$ cat src/rtl/co2_frame_check_and_average_assert.svh
// Assertion macros for the frame checker; empty under synthesis.
`ifndef CO2_FRAME_CHECK_AND_AVERAGE_ASSERT_SVH
`define CO2_FRAME_CHECK_AND_AVERAGE_ASSERT_SVH

`ifndef SYNTHESIS
`define CO2FCA_ASSERT(label, prop, msg) \
  label: assert property (@(posedge clk) disable iff (rst) prop) else $error(msg);
`define CO2FCA_ASSERT_ALWAYS(label, prop, msg) \
  label: assert property (@(posedge clk) prop) else $error(msg);
`else
`define CO2FCA_ASSERT(label, prop, msg)
`define CO2FCA_ASSERT_ALWAYS(label, prop, msg)
`endif

`endif

$ cat src/rtl/co2fca_pkg.sv
`default_nettype none

package co2fca_pkg;

  localparam int DEFAULT_SAMPLE_SLOTS = 8;

  localparam logic [7:0] HEADER_BYTE0 = 8'hFF;
  localparam logic [7:0] HEADER_BYTE1 = 8'h86;

  localparam int BYTE_POS_W = 4;
  localparam logic [BYTE_POS_W-1:0] FRAME_LAST = BYTE_POS_W'(8);
  localparam logic [BYTE_POS_W-1:0] POS_HEADER1 = BYTE_POS_W'(1);
  localparam logic [BYTE_POS_W-1:0] POS_PPM_HIGH = BYTE_POS_W'(2);
  localparam logic [BYTE_POS_W-1:0] POS_PPM_LOW = BYTE_POS_W'(3);

endpackage

`default_nettype wire

$ cat src/rtl/co2_frame_check_and_average.sv
// Bytes 0 to 7 of a frame are taken back to back while in_ready stays high.
// The ninth byte gives its result once the bit-serial divider has run; a good frame
// first passes ST_RD_OLD and ST_UPDATE to write the ring, a bad one skips them.
// No byte is taken from the ninth until its result transaction completes.
// Synchronous reset clears the byte count, the ring position, the sums and the
// per-slot valid bits, so every slot reads as zero until written.
`default_nettype none

`include "co2_frame_check_and_average_assert.svh"

module co2_frame_check_and_average
  import co2fca_pkg::*;
#(
  parameter int SAMPLE_SLOTS = DEFAULT_SAMPLE_SLOTS
) (
  input  wire logic        clk,
  input  wire logic        rst,
  input  wire logic        in_valid,
  output logic             in_ready,
  input  wire logic [7:0]  rx_byte,
  input  wire logic        frame_start,
  output logic             out_valid,
  input  wire logic        out_ready,
  output logic             frame_ok,
  output logic [15:0]      ppm,
  output logic [15:0]      average_ppm,
  output logic             average_valid,
  output logic [15:0]      oldest_sample
);

  localparam int IDX_W  = (SAMPLE_SLOTS > 1) ? $clog2(SAMPLE_SLOTS) : 1;
  localparam int CNT_W  = $clog2(SAMPLE_SLOTS + 1);
  localparam int SUM_W  = 16 + $clog2(SAMPLE_SLOTS);
  localparam int STEP_W = $clog2(SUM_W);

  typedef enum logic [2:0] {
    ST_IDLE,
    ST_RD_OLD,
    ST_UPDATE,
    ST_RD_OLDEST,
    ST_DIV_INIT,
    ST_DIV,
    ST_DONE
  } state_t;

  state_t state;

  logic [BYTE_POS_W-1:0] byte_position;
  logic [7:0]            checksum_sum;
  logic                  header_good;
  logic [7:0]            ppm_high_byte;
  logic [7:0]            ppm_low_byte;

  logic [15:0]           sample_store [SAMPLE_SLOTS];
  logic [SAMPLE_SLOTS-1:0] slot_valid;
  logic [15:0]           rd_data;
  logic                  rd_valid;

  logic [IDX_W-1:0]      write_index;
  logic [SUM_W-1:0]      nonzero_sum;
  logic [CNT_W-1:0]      nonzero_count;

  // divider
  logic [SUM_W-1:0]      dq;
  logic [CNT_W-1:0]      rem;
  logic [STEP_W-1:0]     step;

  logic [BYTE_POS_W-1:0] pos;
  logic                  accept;
  logic                  frame_good;
  logic [15:0]           old_value;
  logic [SUM_W-1:0]      sum_next;
  logic [CNT_W-1:0]      count_next;
  logic [CNT_W:0]        rem_shift;
  logic [CNT_W:0]        rem_diff;
  logic                  qbit;
  logic [CNT_W-1:0]      rem_next;
  logic [SUM_W-1:0]      dq_next;

  assign in_ready = (state == ST_IDLE);
  assign accept   = in_valid && in_ready;

  always_comb begin
    pos = byte_position;
    if (frame_start || byte_position > FRAME_LAST) begin
      pos = '0;
    end
  end

  assign frame_good = header_good && (rx_byte == 8'(8'd0 - checksum_sum));

  assign old_value = rd_valid ? rd_data : 16'd0;

  always_comb begin
    sum_next   = nonzero_sum;
    count_next = nonzero_count;
    if (old_value != 16'd0) begin
      sum_next   = sum_next - SUM_W'(old_value);
      count_next = count_next - CNT_W'(1);
    end
    if (ppm != 16'd0) begin
      sum_next   = sum_next + SUM_W'(ppm);
      count_next = count_next + CNT_W'(1);
    end
  end

  // one restoring step: remainder stays below a nonzero count
  assign rem_shift = {rem, dq[SUM_W-1]};
  assign rem_diff  = rem_shift - {1'b0, nonzero_count};
  assign qbit      = (rem_shift >= {1'b0, nonzero_count});
  assign rem_next  = qbit ? rem_diff[CNT_W-1:0] : rem_shift[CNT_W-1:0];
  assign dq_next   = {dq[SUM_W-2:0], qbit};

  always_ff @(posedge clk) begin
    rd_data <= sample_store[write_index];
    if (state == ST_UPDATE) begin
      sample_store[write_index] <= ppm;
    end
  end

  always_ff @(posedge clk) begin
    if (rst) begin
      state         <= ST_IDLE;
      byte_position <= '0;
      checksum_sum  <= '0;
      header_good   <= 1'b0;
      ppm_high_byte <= '0;
      ppm_low_byte  <= '0;
      slot_valid    <= '0;
      rd_valid      <= 1'b0;
      write_index   <= '0;
      nonzero_sum   <= '0;
      nonzero_count <= '0;
      out_valid     <= 1'b0;
      step          <= '0;
    end else begin
      rd_valid <= slot_valid[write_index];
      unique case (state)
        ST_IDLE: begin
          if (accept) begin
            if (pos == '0) begin
              header_good   <= (rx_byte == HEADER_BYTE0);
              checksum_sum  <= '0;
              byte_position <= BYTE_POS_W'(1);
            end else if (pos < FRAME_LAST) begin
              if (pos == POS_HEADER1) begin
                header_good <= header_good && (rx_byte == HEADER_BYTE1);
              end
              if (pos == POS_PPM_HIGH) begin
                ppm_high_byte <= rx_byte;
              end
              if (pos == POS_PPM_LOW) begin
                ppm_low_byte <= rx_byte;
              end
              checksum_sum  <= checksum_sum + rx_byte;
              byte_position <= pos + BYTE_POS_W'(1);
            end else begin
              byte_position <= '0;
              frame_ok      <= frame_good;
              ppm           <= frame_good ? {ppm_high_byte, ppm_low_byte} : 16'd0;
              state         <= frame_good ? ST_RD_OLD : ST_RD_OLDEST;
            end
          end
        end
        ST_RD_OLD: begin
          state <= ST_UPDATE;
        end
        ST_UPDATE: begin
          nonzero_sum             <= sum_next;
          nonzero_count           <= count_next;
          slot_valid[write_index] <= 1'b1;
          if (write_index == IDX_W'(SAMPLE_SLOTS - 1)) begin
            write_index <= '0;
          end else begin
            write_index <= write_index + IDX_W'(1);
          end
          state <= ST_RD_OLDEST;
        end
        ST_RD_OLDEST: begin
          state <= ST_DIV_INIT;
        end
        ST_DIV_INIT: begin
          oldest_sample <= old_value;
          dq            <= nonzero_sum;
          rem           <= '0;
          step          <= '0;
          state         <= ST_DIV;
        end
        ST_DIV: begin
          dq   <= dq_next;
          rem  <= rem_next;
          step <= step + STEP_W'(1);
          if (step == STEP_W'(SUM_W - 1)) begin
            average_valid <= (nonzero_count != '0);
            average_ppm   <= (nonzero_count != '0) ? dq_next[15:0] : 16'd0;
            out_valid     <= 1'b1;
            state         <= ST_DONE;
          end
        end
        ST_DONE: begin
          if (out_ready) begin
            out_valid <= 1'b0;
            state     <= ST_IDLE;
          end
        end
        default: begin
          state <= ST_IDLE;
        end
      endcase
    end
  end

  `CO2FCA_ASSERT(a_no_overlap, !(in_ready && out_valid), "input taken while result pending")
  `CO2FCA_ASSERT(a_count_range, nonzero_count <= CNT_W'(SAMPLE_SLOTS), "nonzero count too big")
  `CO2FCA_ASSERT(a_index_range, {1'b0, write_index} < (IDX_W + 1)'(SAMPLE_SLOTS), "index out of ring")
  `CO2FCA_ASSERT(a_avg_flag, out_valid |-> (average_valid == (nonzero_count != '0)), "average flag mismatch")
  `CO2FCA_ASSERT(a_bad_no_ppm, (out_valid && !frame_ok) |-> (ppm == 16'd0), "bad frame carries ppm")

endmodule

`default_nettype wire
$ cat config.mk
export PLATFORM = sky130hd
export DESIGN_NAME = co2_frame_check_and_average
export DESIGN_NICKNAME = d
export VERILOG_FILES = /design/src/rtl/co2fca_pkg.sv /design/src/rtl/co2_frame_check_and_average.sv
export VERILOG_INCLUDE_DIRS = /design/src /design/src/rtl
export SDC_FILE = /design/constraint.sdc
export NUM_CORES = 1
export LEC_CHECK = 0
export BUFFER_PORTS_ARGS = -buffer_cell sky130_fd_sc_hd__buf_2
export CAP_MARGIN = 20
export CORE_AREA = 3 3 216 218
export CTS_BUF_LIST = sky130_fd_sc_hd__clkbuf_4 sky130_fd_sc_hd__clkbuf_8
export DETAILED_ROUTE_END_ITERATION = 8
export DIE_AREA = 0 0 219 221
export PLACE_DENSITY_LB_ADDON = 0.2
export SLEW_MARGIN = 10
export SYNTH_ARGS = -nofsm -noshare
export SYNTH_HDL_FRONTEND = slang
export SYNTH_SLANG_ARGS = --single-unit
$ cat constraint.sdc
create_clock -name clk -period 6.4 [get_ports clk]
set_input_delay 1.6 -clock clk [delete_from_list [all_inputs] [get_ports clk]]
set_output_delay 1.6 -clock clk [all_outputs]
set_load 0.01 [all_outputs]
# After elaboration in Yosys (flattened, before gate mapping)
# Memories as Yosys holds them, arrays and structs flattened. A register that Yosys moved wholly into a read port is not among the register bits.
# Index checks and enable logic that the tools add are counted.
# word_totals
reg_bits	146
ramBits	128
input_bits	13
wordCells	118
mem_count	1
# memory_table
memory	words	word_bits	rd	rd_clocked_by_memory_dff	wr	line_no	text
sample_store	8	16	1	1	1	co2_frame_check_and_average.sv:54	logic [15:0] sample_store [SAMPLE_SLOTS];
# classes
add_sub_neg	10
n_lt_le_gt_ge	5
eq_ne	19
mux	34
bitwise_logic	4
reduce_logical	25
# op_table
op	n
19-bit 2-to-1 mux	2
19-bit case mux with 2 select lines	1
16-bit nonzero test	2
4-bit 2-to-1 mux	6
3-bit case mux with 7 select lines	1
5-bit AND reduction	4
19-bit by 16-bit adder with 19-bit output	1
19-bit by 16-bit subtractor with 19-bit output	1
3-bit 2-to-1 mux	6
8-bit == test, second input constant	2
16-bit 2-to-1 mux	1
8-bit 2-to-1 mux	2
3-bit == test, second input constant	4
5-bit case mux with 2 select lines	1
1-bit 2-to-1 mux	9
3-bit AND reduction	3
4-bit by 1-bit adder with 4-bit output, second input constant	2
8-bit adder	1
4-bit by 2-bit == test with 1-bit output, second input constant	2
8-bit == test	1
2-bit != test, second input constant	4
8-bit bitwise OR	1
4-bit case mux with 2 select lines	1
2-bit nonzero test	4
other kinds (27)	35

# Logic depth before layout (Yosys ltp)
# Gate-level depths: netlist of the first run.
# logic_depth
ltp_word	8
mapped_depth	22
mapped_depth_nobuf	21

# Worst setup path before layout of the first run
# OpenSTA, ideal clock, no wires.
# synth_path
path_kind	register to register
from	register rd_valid
to	register nonzero_sum[18]
setup_time_ns	0.123
arrival_ns	4.302
setup_slack_ns	1.974
stages_incl_launch_ff	21
n_path_buf	2
period_less_slack_ns	4.426
path_cell_list	dfxtp_1 > buf_2 > clkbuf_1 > nand2_1 > ha_1 > o21ai_1 > a21oi_1 > or4_1 > a31o_2 > a21oi_1 > xor2_1 > o21ai_0 > ha_1 > and3_1 > a21boi_0 > nor2_1 > a311o_1 > o221ai_2 > mux2i_1 > nand2_1 > mux2_1
# synth_via
elab_chain_cells	5
# synth_rtl
element	line_no	text
from (decl)	co2_frame_check_and_average.sv:57	logic rd_valid;
from (signal assigned)	co2_frame_check_and_average.sv:137	rd_valid <= slot_valid[write_index];
16-bit 2-to-1 mux (*)	co2_frame_check_and_average.sv:92	assign old_value = rd_valid ? rd_data : 16'd0;
19-bit by 16-bit subtractor with 19-bit output / 16-bit nonzero test (equally long branches)	co2_frame_check_and_average.sv:98, co2_frame_check_and_average.sv:97	
19-bit 2-to-1 mux (*)	co2_frame_check_and_average.sv:97	if (old_value != 16'd0) begin
19-bit by 16-bit adder with 19-bit output	co2_frame_check_and_average.sv:102	sum_next = sum_next + SUM_W'(ppm);
19-bit 2-to-1 mux (*)	co2_frame_check_and_average.sv:101	if (ppm != 16'd0) begin
to (signal assigned)	co2_frame_check_and_average.sv:169	nonzero_sum <= sum_next;
to (decl)	co2_frame_check_and_average.sv:60	logic [SUM_W-1:0] nonzero_sum;
# Every way passes the cells marked *; elsewhere a longest branch is shown, timed or not.
# A chain may end at the register's enable or synchronous reset.

# Worst setup path after layout of the first run
# layout_path
from	register rd_valid
to	register nonzero_sum[18]
# layout_via
elab_chain_cells	5
# layout_rtl
element	line_no	text
16-bit 2-to-1 mux (*)	co2_frame_check_and_average.sv:92	
named net old_value[0]	co2_frame_check_and_average.sv:71	logic [15:0] old_value;
19-bit by 16-bit subtractor with 19-bit output / 16-bit nonzero test (equally long branches)	co2_frame_check_and_average.sv:98, co2_frame_check_and_average.sv:97	
19-bit 2-to-1 mux (*)	co2_frame_check_and_average.sv:97	
19-bit by 16-bit adder with 19-bit output	co2_frame_check_and_average.sv:102	
19-bit 2-to-1 mux (*)	co2_frame_check_and_average.sv:101	
# The timed path passes the listed nets; every way through them passes the cells marked *.

==> results of run 1 <==
[worst max-delay path: cells and delay by family (launching register included)]
kind | cells | cell delay (ns)
AO/OA/AOI/OAI | 6 | 1.47
adder cells (fa/ha/maj) | 3 | 0.96
AND/OR/NAND/NOR | 6 | 0.94
flip-flops | 1 | 0.65
multiplexers | 2 | 0.54
XOR/XNOR | 1 | 0.23
buffers and inverters | 1 | 0.05
[flip-flops by register name, summed over array words and instances (netlist names), 5 cells and up]
name / count
dq: 19
step: 5
average_ppm: 16
ppm: 16
nonzero_sum: 19
checksum_sum: 8
oldest_sample: 16
rd_data: 16
ppm_high_byte: 8
ppm_low_byte: 8
sample_store: 128
slot_valid: 8
[power breakdown]
group          total [mW]  internal, mW  switching [mW]
Combinational      0.0556        0.0199          0.0357
Sequential           1.99          1.98         0.00281
Clock                1.77         0.993           0.780
[cells in the mapped netlist, drive strengths merged, types with 28 or more instances]
master  instances
ha             57
a21oi          49
dfxtp          89
nor2           92
o21ai          49
a22oi          77
clkbuf         44
nand2          84
inv            43
xnor2          33
edfxtp        201
nor3           28
[through the flow]
stage          hold WS [ns]  util, %  instances
2_1_floorplan         0.441        -       1144
3_3_place_gp          0.448     32.0       1773
3_5_place_dp          0.455     32.0       1774
4_1_cts               0.468     34.4       1870
5_1_grt               0.478     34.4       1872
6_report              0.466     34.4       1872
[logic make-up after synthesis]
kind of cell | synth area share (%)
AO/OA/AOI/OAI | 13.6
flip-flops | 58.5
adder cells (fa/ha/maj) | 5.93
buffers and inverters | 2.61
XOR/XNOR | 2.95
multiplexers | 3.18
AND/OR/NAND/NOR | 13.3
[final timing paths]
path	startpoint	endpoint	slack (ns)	depth (start not counted)
worst max-delay path	rd_valid	nonzero_sum[18]	1.43	19
worst min-delay path	slot_valid[7]	slot_valid[7]	0.47	1
worst max register to register	rd_valid	nonzero_sum[18]	1.43	19
worst min register to register	slot_valid[7]	slot_valid[7]	0.47	1
[area by class of cell]
cell class              instances  share of cell area (%)
clock inverters                22                    1.00
well taps                     600                    4.84
flip-flops and latches        290                    50.4
repair buffers                 80                    2.93
inverters                      43                    1.04
clock buffers                  74                    5.84
diodes                          1                  0.0161
multi-input cells             762                    34.0
[per-layer routing]
layer / routed length (um) / global-route usage [%] / vias to the layer above
met5: 0 / 0 / -
met4: 1020 / 5.27 / 0
met3: 1680 / 3.43 / 70
met2: 16600 / 23.6 / 188
met1: 16500 / 19.9 / 4523
li1: - / - / 4466
==> results.env, run 1 <==
FIN_WORST_SKEW_NS=0.0296
SYNTH_EDF_COUNT=201
MOSTFREQUENTLAYOUTCELLS='edfxtp_1, nor2_1, dfxtp_1, nand2_1, a22oi_1'
MAX-VDD-IR-DROP_mV=0.123
SEQ_AREA_FRAC_SYNTH_PCT=58.5
PLACE_WS_NS=1.47
PIN_COUNT=65
FILLER_CELL_COUNT=4533
POSTCTSRESIZEDCELLS=0
NETLIST_AREA_UM2=13400
LAYOUT_WORST_PATH_CYCLE_SHARE_PCT=77.7
FINAL.MIN_CLOCK_PERIOD_NS=4.97
COUNT_OF_DISTINCT_CELL_TYPES_IN_THE_SYNTHESIZED_NETLIST=72
CTS_POST_SETUP_BUFFERS_INSERTED=0
ROUTABILITY_DRIVEN_PLACEMENT_CONGESTION_RATIO=0.824
SLEW_HEADROOM_PCT=25.0
SYNTH_TOP_AREA_SHARE_PCT=45.1
PLACED_CELL_AREA_UM2=14400
DETAILEDROUTE.FIRSTPASSITERATIONCOUNT=6
LEAKAGE_POWER_nW=5.95
TNS_NS=0
FINALPOWER_mW=3.82
CP_DATA_REQUIRED_TIME_NS=6.90
CRIT_TYPE='reg2reg'
GRT.TOTAL_USAGE_PCT=14.8
STATUS='finished, final reports clean'
CLKLATENCYLATEPIN_NS=0.63
ENDPOINT_KIND='register'
POWER.DENSITY_CELL_AREA_nW_PER_UM2=246
DESIGN.CORE.AREA_UM2=45100
TRITONCTS.NUM_BUFFERS=52
FINALINSTANCEAREA_UM2=15500
ROUTE.VIAS.TOTAL=9247
CRITICAL_PATH_CELL_BY_CELL='and2_1 -> ha_1 -> inv_1 -> fa_1 -> a211oi_1 -> nor2_1 -> a21oi_1 -> nor2b_1 -> xor2_1 -> o21ai_0 -> ha_1 -> and3_1 -> a21boi_0 -> nor2_1 -> a311o_1 -> o221ai_2 -> mux2i_1 -> nand2_1 -> mux2_1'
DRT_ITER0_DRC=649
FINAL-SETUP-VIOL-COUNT=0
FIN_NETS=1303
CTS_HOLD_BUF=0
FLOORPLAN.ROWS=78
MAX_CAP_VIOL_COUNT=0
TIMING.CRITICAL_PATH.FANOUT_MAX=17
SYNTHESIS_WARNINGS=0
ASYNCSETRESETFLOPFRACSYNTH_PCT=0
DIEAREA_UM2=48400
MULTI_INPUT_COMB_AREA_UM2=5270
CTS_BUFFER_DEPTH=3
CTS_NUM_SINKS=290
MAX_CLOCK_FREQ_MHz=201
FIRST_GLOBAL_VIAS=9208
FINAL_MAX_SLEW_VIOL_COUNT=0
DP_HPWL_MM=23.3
AVGVIACOUNTPERCELL=4.94
HOLDCRITPATHCLASS='reg2reg'
AREA_ADDED_BETWEEN_SYNTHESIS_AND_FINISH_PCT=16.1
START_KIND='register'
TRITONCTS='built'
WORST_SETUP_HOLD_PATH_CLK_SLEW_NS=0.06
SYNTHESIS.AREA_PER_INSTANCE_UM2=11.7
POST_SYNTH_MAIN_AREA_CONTRIBUTORS='edfxtp_1, dfxtp_1, ha_1'
TIMING.CRITICAL_PATH.ARRIVAL_NS=5.47
CTS_ROOT_BUF='clkbuf_8'
PORT_BUFFERS=64
REGISTER_BIT_TOTAL_FROM_SYNTHESIS=290
YOSYS_TOP_CELL_BY_AREA='edfxtp_1'
NET_COUNT_OF_THE_MAPPED_NETLIST=1218
SEQUENTIAL_CELL_AREA_UM2=7820
INITIAL_ANTENNA_VIOLATION_COUNT=1
RSZ_0062_RAISED_AFTER_GLOBAL_ROUTING='no'
CHIPHEIGHT_UM=221
LAYOUT-DRIVE-GT1-SHARE_PCT=16.9
LARGEST_INCREMENTAL_DELAY_ON_THE_CRITICAL_PATH_NS=0.65
SYNTH_FF_TYPE='edfxtp_1'
GRT_FIRST_PASS_WIRELENGTH_MM=55.2
TOTAL_WIRE_LENGTH_AFTER_DETAILED_ROUTING_MM=35.8
REMAINING_DRC_ERRORS=0
INITIAL_CORE_UTILIZATION_PCT=29.7
GATE_COUNT_POST_SYNTH=1144
CLOCK_TREE.HTREE_LEVEL_COUNT=2
WORST-SLEW-PIN-TRANSITION_NS=1.12
ROUTED_WIRE_LENGTH_PER_INSTANCE_UM=19.1
GRT_MAX_DEGREE=64
MOSTFREQUENTLAYOUTCELL='edfxtp_1'
SLACK_OF_THE_CRITICAL_PATH_NS=1.43
ANT_NETS=0
DIE_W_UM=219
TIMING.FINAL.HOLD_VIOLATIONS=0
TIMING.CRITICAL_PATH.SLOWEST_STAGE_CELL='dfxtp_1'
GRT_OVERFLOW=0
Power figures use the tool's default switching activity.
==> run 2: changes to the inputs <==
--- a/config.mk
+++ b/config.mk
@@ -6,12 +6,13 @@
 export SDC_FILE = /design/constraint.sdc
 export NUM_CORES = 1
 export LEC_CHECK = 0
+export ABC_AREA = 1
 export BUFFER_PORTS_ARGS = -buffer_cell sky130_fd_sc_hd__buf_2
 export CAP_MARGIN = 20
-export CORE_AREA = 3 3 216 218
+export CORE_AREA = 3 3 220 222
 export CTS_BUF_LIST = sky130_fd_sc_hd__clkbuf_4 sky130_fd_sc_hd__clkbuf_8
 export DETAILED_ROUTE_END_ITERATION = 8
-export DIE_AREA = 0 0 219 221
+export DIE_AREA = 0 0 223 225
 export PLACE_DENSITY_LB_ADDON = 0.2
 export SLEW_MARGIN = 10
 export SYNTH_ARGS = -nofsm -noshare
==> constraint.sdc (replaced) <==
create_clock -name clk -period 4.4 [get_ports clk]
set_input_delay 1.1 -clock clk [delete_from_list [all_inputs] [get_ports clk]]
set_output_delay 1.1 -clock clk [all_outputs]
set_load 0.01 [all_outputs]
==> results.env, run 2 <==
MAX-VDD-IR-DROP_mV=0.164
TOTAL_WIRE_LENGTH_AFTER_DETAILED_ROUTING_MM=38.2
REGISTER_BIT_TOTAL_FROM_SYNTHESIS=290
AREA_ADDED_BETWEEN_SYNTHESIS_AND_FINISH_PCT=15.6
FLOORPLAN.ROWS=79
GRT_OVERFLOW=0
WORST_SETUP_HOLD_PATH_CLK_SLEW_NS=0.06
MULTI_INPUT_COMB_AREA_UM2=5260
GRT_FIRST_PASS_WIRELENGTH_MM=60.0
NET_COUNT_OF_THE_MAPPED_NETLIST=1515
MOSTFREQUENTLAYOUTCELL='nand2_1'
FINAL_MAX_SLEW_VIOL_COUNT=0
SLEW_HEADROOM_PCT=27.7
CPLARGESTDELAYFAMILY='simple AND/OR/NAND/NOR gates'
ANTENNADIODECOUNT=0
TIMING.CRITICAL_PATH.FANOUT_MAX=16
YOSYS.CELL_COUNT.TOP_TYPE='nand2_1'
CLKLATENCYLATEPIN_NS=0.63
SYNTHESIS.AREA_PER_INSTANCE_UM2=9.65
PORT_BUFFERS=64
FIN_WORST_SKEW_NS=0.0400
YOSYS_TOP_CELL_BY_AREA='edfxtp_1'
CRITPATHMOSTFREQUENTCELL='nand2_1'
REG2REG_DEPTH=26
GRT.TOTAL_USAGE_PCT=15.4
MAX_CLOCK_FREQ_MHz=261
MOSTFREQUENTLAYOUTCELLS='nand2_1, edfxtp_1, inv_1, a21oi_1, nor2_1'
NETLIST_AREA_UM2=13900
FILLER_CELL_COUNT=4805
REG.LARGEST.LIST='sample_store (128), dq (19), nonzero_sum (19)'
ROUTED_WIRE_LENGTH_PER_INSTANCE_UM=17.4
SYNTHESIS_WARNINGS=0
DP_HPWL_MM=25.9
GATE_COUNT_POST_SYNTH=1441
CTS_ROOT_BUF='clkbuf_8'
TIMING.FINAL.HOLD_VIOLATIONS=0
TIMING.HOLD.WORST.START='ppm_high_byte[6]'
CRIT_BUF_INV=5
ROUTE.VIAS.TOTAL=10200
TRITONCTS='built'
LAYOUT-DRIVE-GT1-SHARE_PCT=15.2
CTS_HOLD_BUF=0
LARGEST_INCREMENTAL_DELAY_ON_THE_CRITICAL_PATH_NS=0.40
POSTCTSRESIZEDCELLS=0
SEQ_AREA_FRAC_SYNTH_PCT=56.2
CRIT_TYPE='reg2reg'
LARGEST_REGISTER_BY_FLOP_COUNT='sample_store'
CP_DATA_REQUIRED_TIME_NS=4.83
DIEAREA_UM2=50200
POST_SYNTH_MAIN_AREA_CONTRIBUTORS='edfxtp_1, dfxtp_1, nand2_1'
START_KIND='register'
PIN_COUNT=65
MAX_CAP_VIOL_COUNT=0
DRT_ITER0_DRC=661
INITIAL_CORE_UTILIZATION_PCT=29.9
RSZ_0062_RAISED_AFTER_GLOBAL_ROUTING='no'
DETAILEDROUTE.FIRSTPASSITERATIONCOUNT=5
LAYOUT_WORST_PATH_CYCLE_SHARE_PCT=87.2
TIMING.REG2REG.SETUP_SLACK_NS=0.56
SYNTH_EDF_COUNT=201
DIE_W_UM=223
FIN_NETS=1613
SYNTH_TOP_AREA_SHARE_PCT=43.4
CTS_NUM_SINKS=290
YOSYS-TOP-CELLS-COUNT='nand2_1, edfxtp_1, inv_1'
CTS_POST_SETUP_BUFFERS_INSERTED=0
HOLDCRITPATHCLASS='reg2reg'
TIMING.CRITICAL_PATH.ARRIVAL_NS=4.27
FINALPOWER_mW=5.59
INITIAL_ANTENNA_VIOLATION_COUNT=0
CHIPHEIGHT_UM=225
WORST_R2R_ENDPOINT='nonzero_sum[11]'
HOLD_DEPTH=2
SYNTH_FF_TYPE='edfxtp_1'
COUNT_OF_DISTINCT_CELL_TYPES_IN_THE_SYNTHESIZED_NETLIST=55
ASYNCSETRESETFLOPFRACSYNTH_PCT=0
SEQUENTIAL_CELL_AREA_UM2=7820
ROUTABILITY_DRIVEN_PLACEMENT_CONGESTION_RATIO=0.880
STATUS='finished, final reports clean'
GRT_MAX_DEGREE=42
TRITONCTS.NUM_BUFFERS=51
CTS_BUFFER_DEPTH=3
TIMING.CRITICAL_PATH.SLOWEST_STAGE_CELL='fa_1'
ANT_NETS=0
FIRST_GLOBAL_VIAS=10300
LEAKAGE_POWER_nW=6.75
MIN_TO='ppm_high_byte[6]'
POWER.DENSITY_CELL_AREA_nW_PER_UM2=348
WORST-SLEW-PIN-TRANSITION_NS=1.08
FINAL-SETUP-VIOL-COUNT=0
DESIGN.CORE.AREA_UM2=46600
ORIGIN_OF_THE_CRITICAL_FLOP_TO_FLOP_PATH='rd_valid'
LARGEST_REGISTER_FFS=128
REMAINING_DRC_ERRORS=0
AVGVIACOUNTPERCELL=4.67
TNS_NS=0
ENDPOINT_KIND='register'
CLOCK_TREE.HTREE_LEVEL_COUNT=2
FINAL.MIN_CLOCK_PERIOD_NS=3.84
## run 2: layer usage
layer  track usage [%]  routed length (um)  part of all wire [%]
met5                 0                   0                     0
met4              5.21                 891                   2.3
met3              2.59                1690                   4.4
met2              24.8               17400                    46
met1              21.0               18200                    48
## run 2: worst max-delay path by stage
stage / from / to / slack [ns] / cells past startpoint
6_report: rd_valid / nonzero_sum[11] / 0.56 / 26
3_3_place_gp: rd_valid / nonzero_sum[18] / 0.69 / 24
5_1_grt: rd_valid / nonzero_sum[11] / 0.06 / 26
4_1_cts: rd_valid / nonzero_sum[11] / 0.54 / 26
3_5_place_dp: rd_valid / nonzero_sum[18] / 0.57 / 24
2_1_floorplan: rd_valid / nonzero_sum[18] / 1.09 / 26
## run 2: area by class of cell
| class | count | share of cell area [%] |
|---|---|---|
| clock buffers | 81 | 6.16 |
| multi-input cells | 933 | 32.7 |
| clock inverters | 15 | 0.522 |
| well taps | 607 | 4.73 |
| inverters | 177 | 4.16 |
| flip-flops and latches | 290 | 48.7 |
| repair buffers | 86 | 3.02 |
## run 2: cell families (layout without fill, tap and decap cells)
kind of cell               count (synthesis)  after routing  synth area share (%)
adders and majority gates                 61             61                  5.71
and+or+nand+nor                          571            571                  18.3
xor gates and xnor gates                  28             28                  1.76
buffers and inverters                    218            359                  6.34
AOI/OAI and AO/OA                        273            273                  11.6
DFF                                      290            290                  56.2
## run 2: worst register-to-register path, cell delays in order (launching register included)
cell and delay, ns:
dfxtp_1 0.30, buf_4 0.24, nand2_1 0.11, inv_1 0.09, ha_1 0.15, inv_1 0.07, fa_1 0.40, nand3_1 0.08
nand3_1 0.19, a21oi_1 0.22, or2_2 0.13, nand3_1 0.05, o21ai_0 0.14, inv_1 0.09, ha_1 0.34, nand2_1 0.11
inv_1 0.04, a21oi_1 0.16, nand2_1 0.12, nand2_1 0.07, nand2_1 0.10, nand2_1 0.10, nand2_1 0.05, nand2_1 0.06
nand3_1 0.06, nand3_1 0.13, a21oi_1 0.06
## run 2: power breakdown
| group | leakage, nW | total, mW | switching [mW] | internal (mW) |
|---|---|---|---|---|
| Sequential | 2.69 | 2.89 | 0.00468 | 2.89 |
| Combinational | 3.48 | 0.121 | 0.0798 | 0.0414 |
| Clock | 0.578 | 2.58 | 1.15 | 1.43 |
## run 2: through the flow
| step | cell area, um^2 | instances | utilization [%] | hold slack [ns] | setup WS (ns) |
|---|---|---|---|---|---|
| after floorplan | 13900 | 1441 | - | 0.429 | 1.09 |
| after global placement | 15000 | 2093 | 32.2 | 0.441 | 0.686 |
| after detailed placement | 15000 | 2093 | 32.2 | 0.448 | 0.574 |
| after CTS | 16100 | 2189 | 34.5 | 0.456 | 0.539 |
| after global routing | 16100 | 2189 | 34.5 | 0.471 | 0.0628 |
| final | 16100 | 2189 | 34.5 | 0.458 | 0.562 |
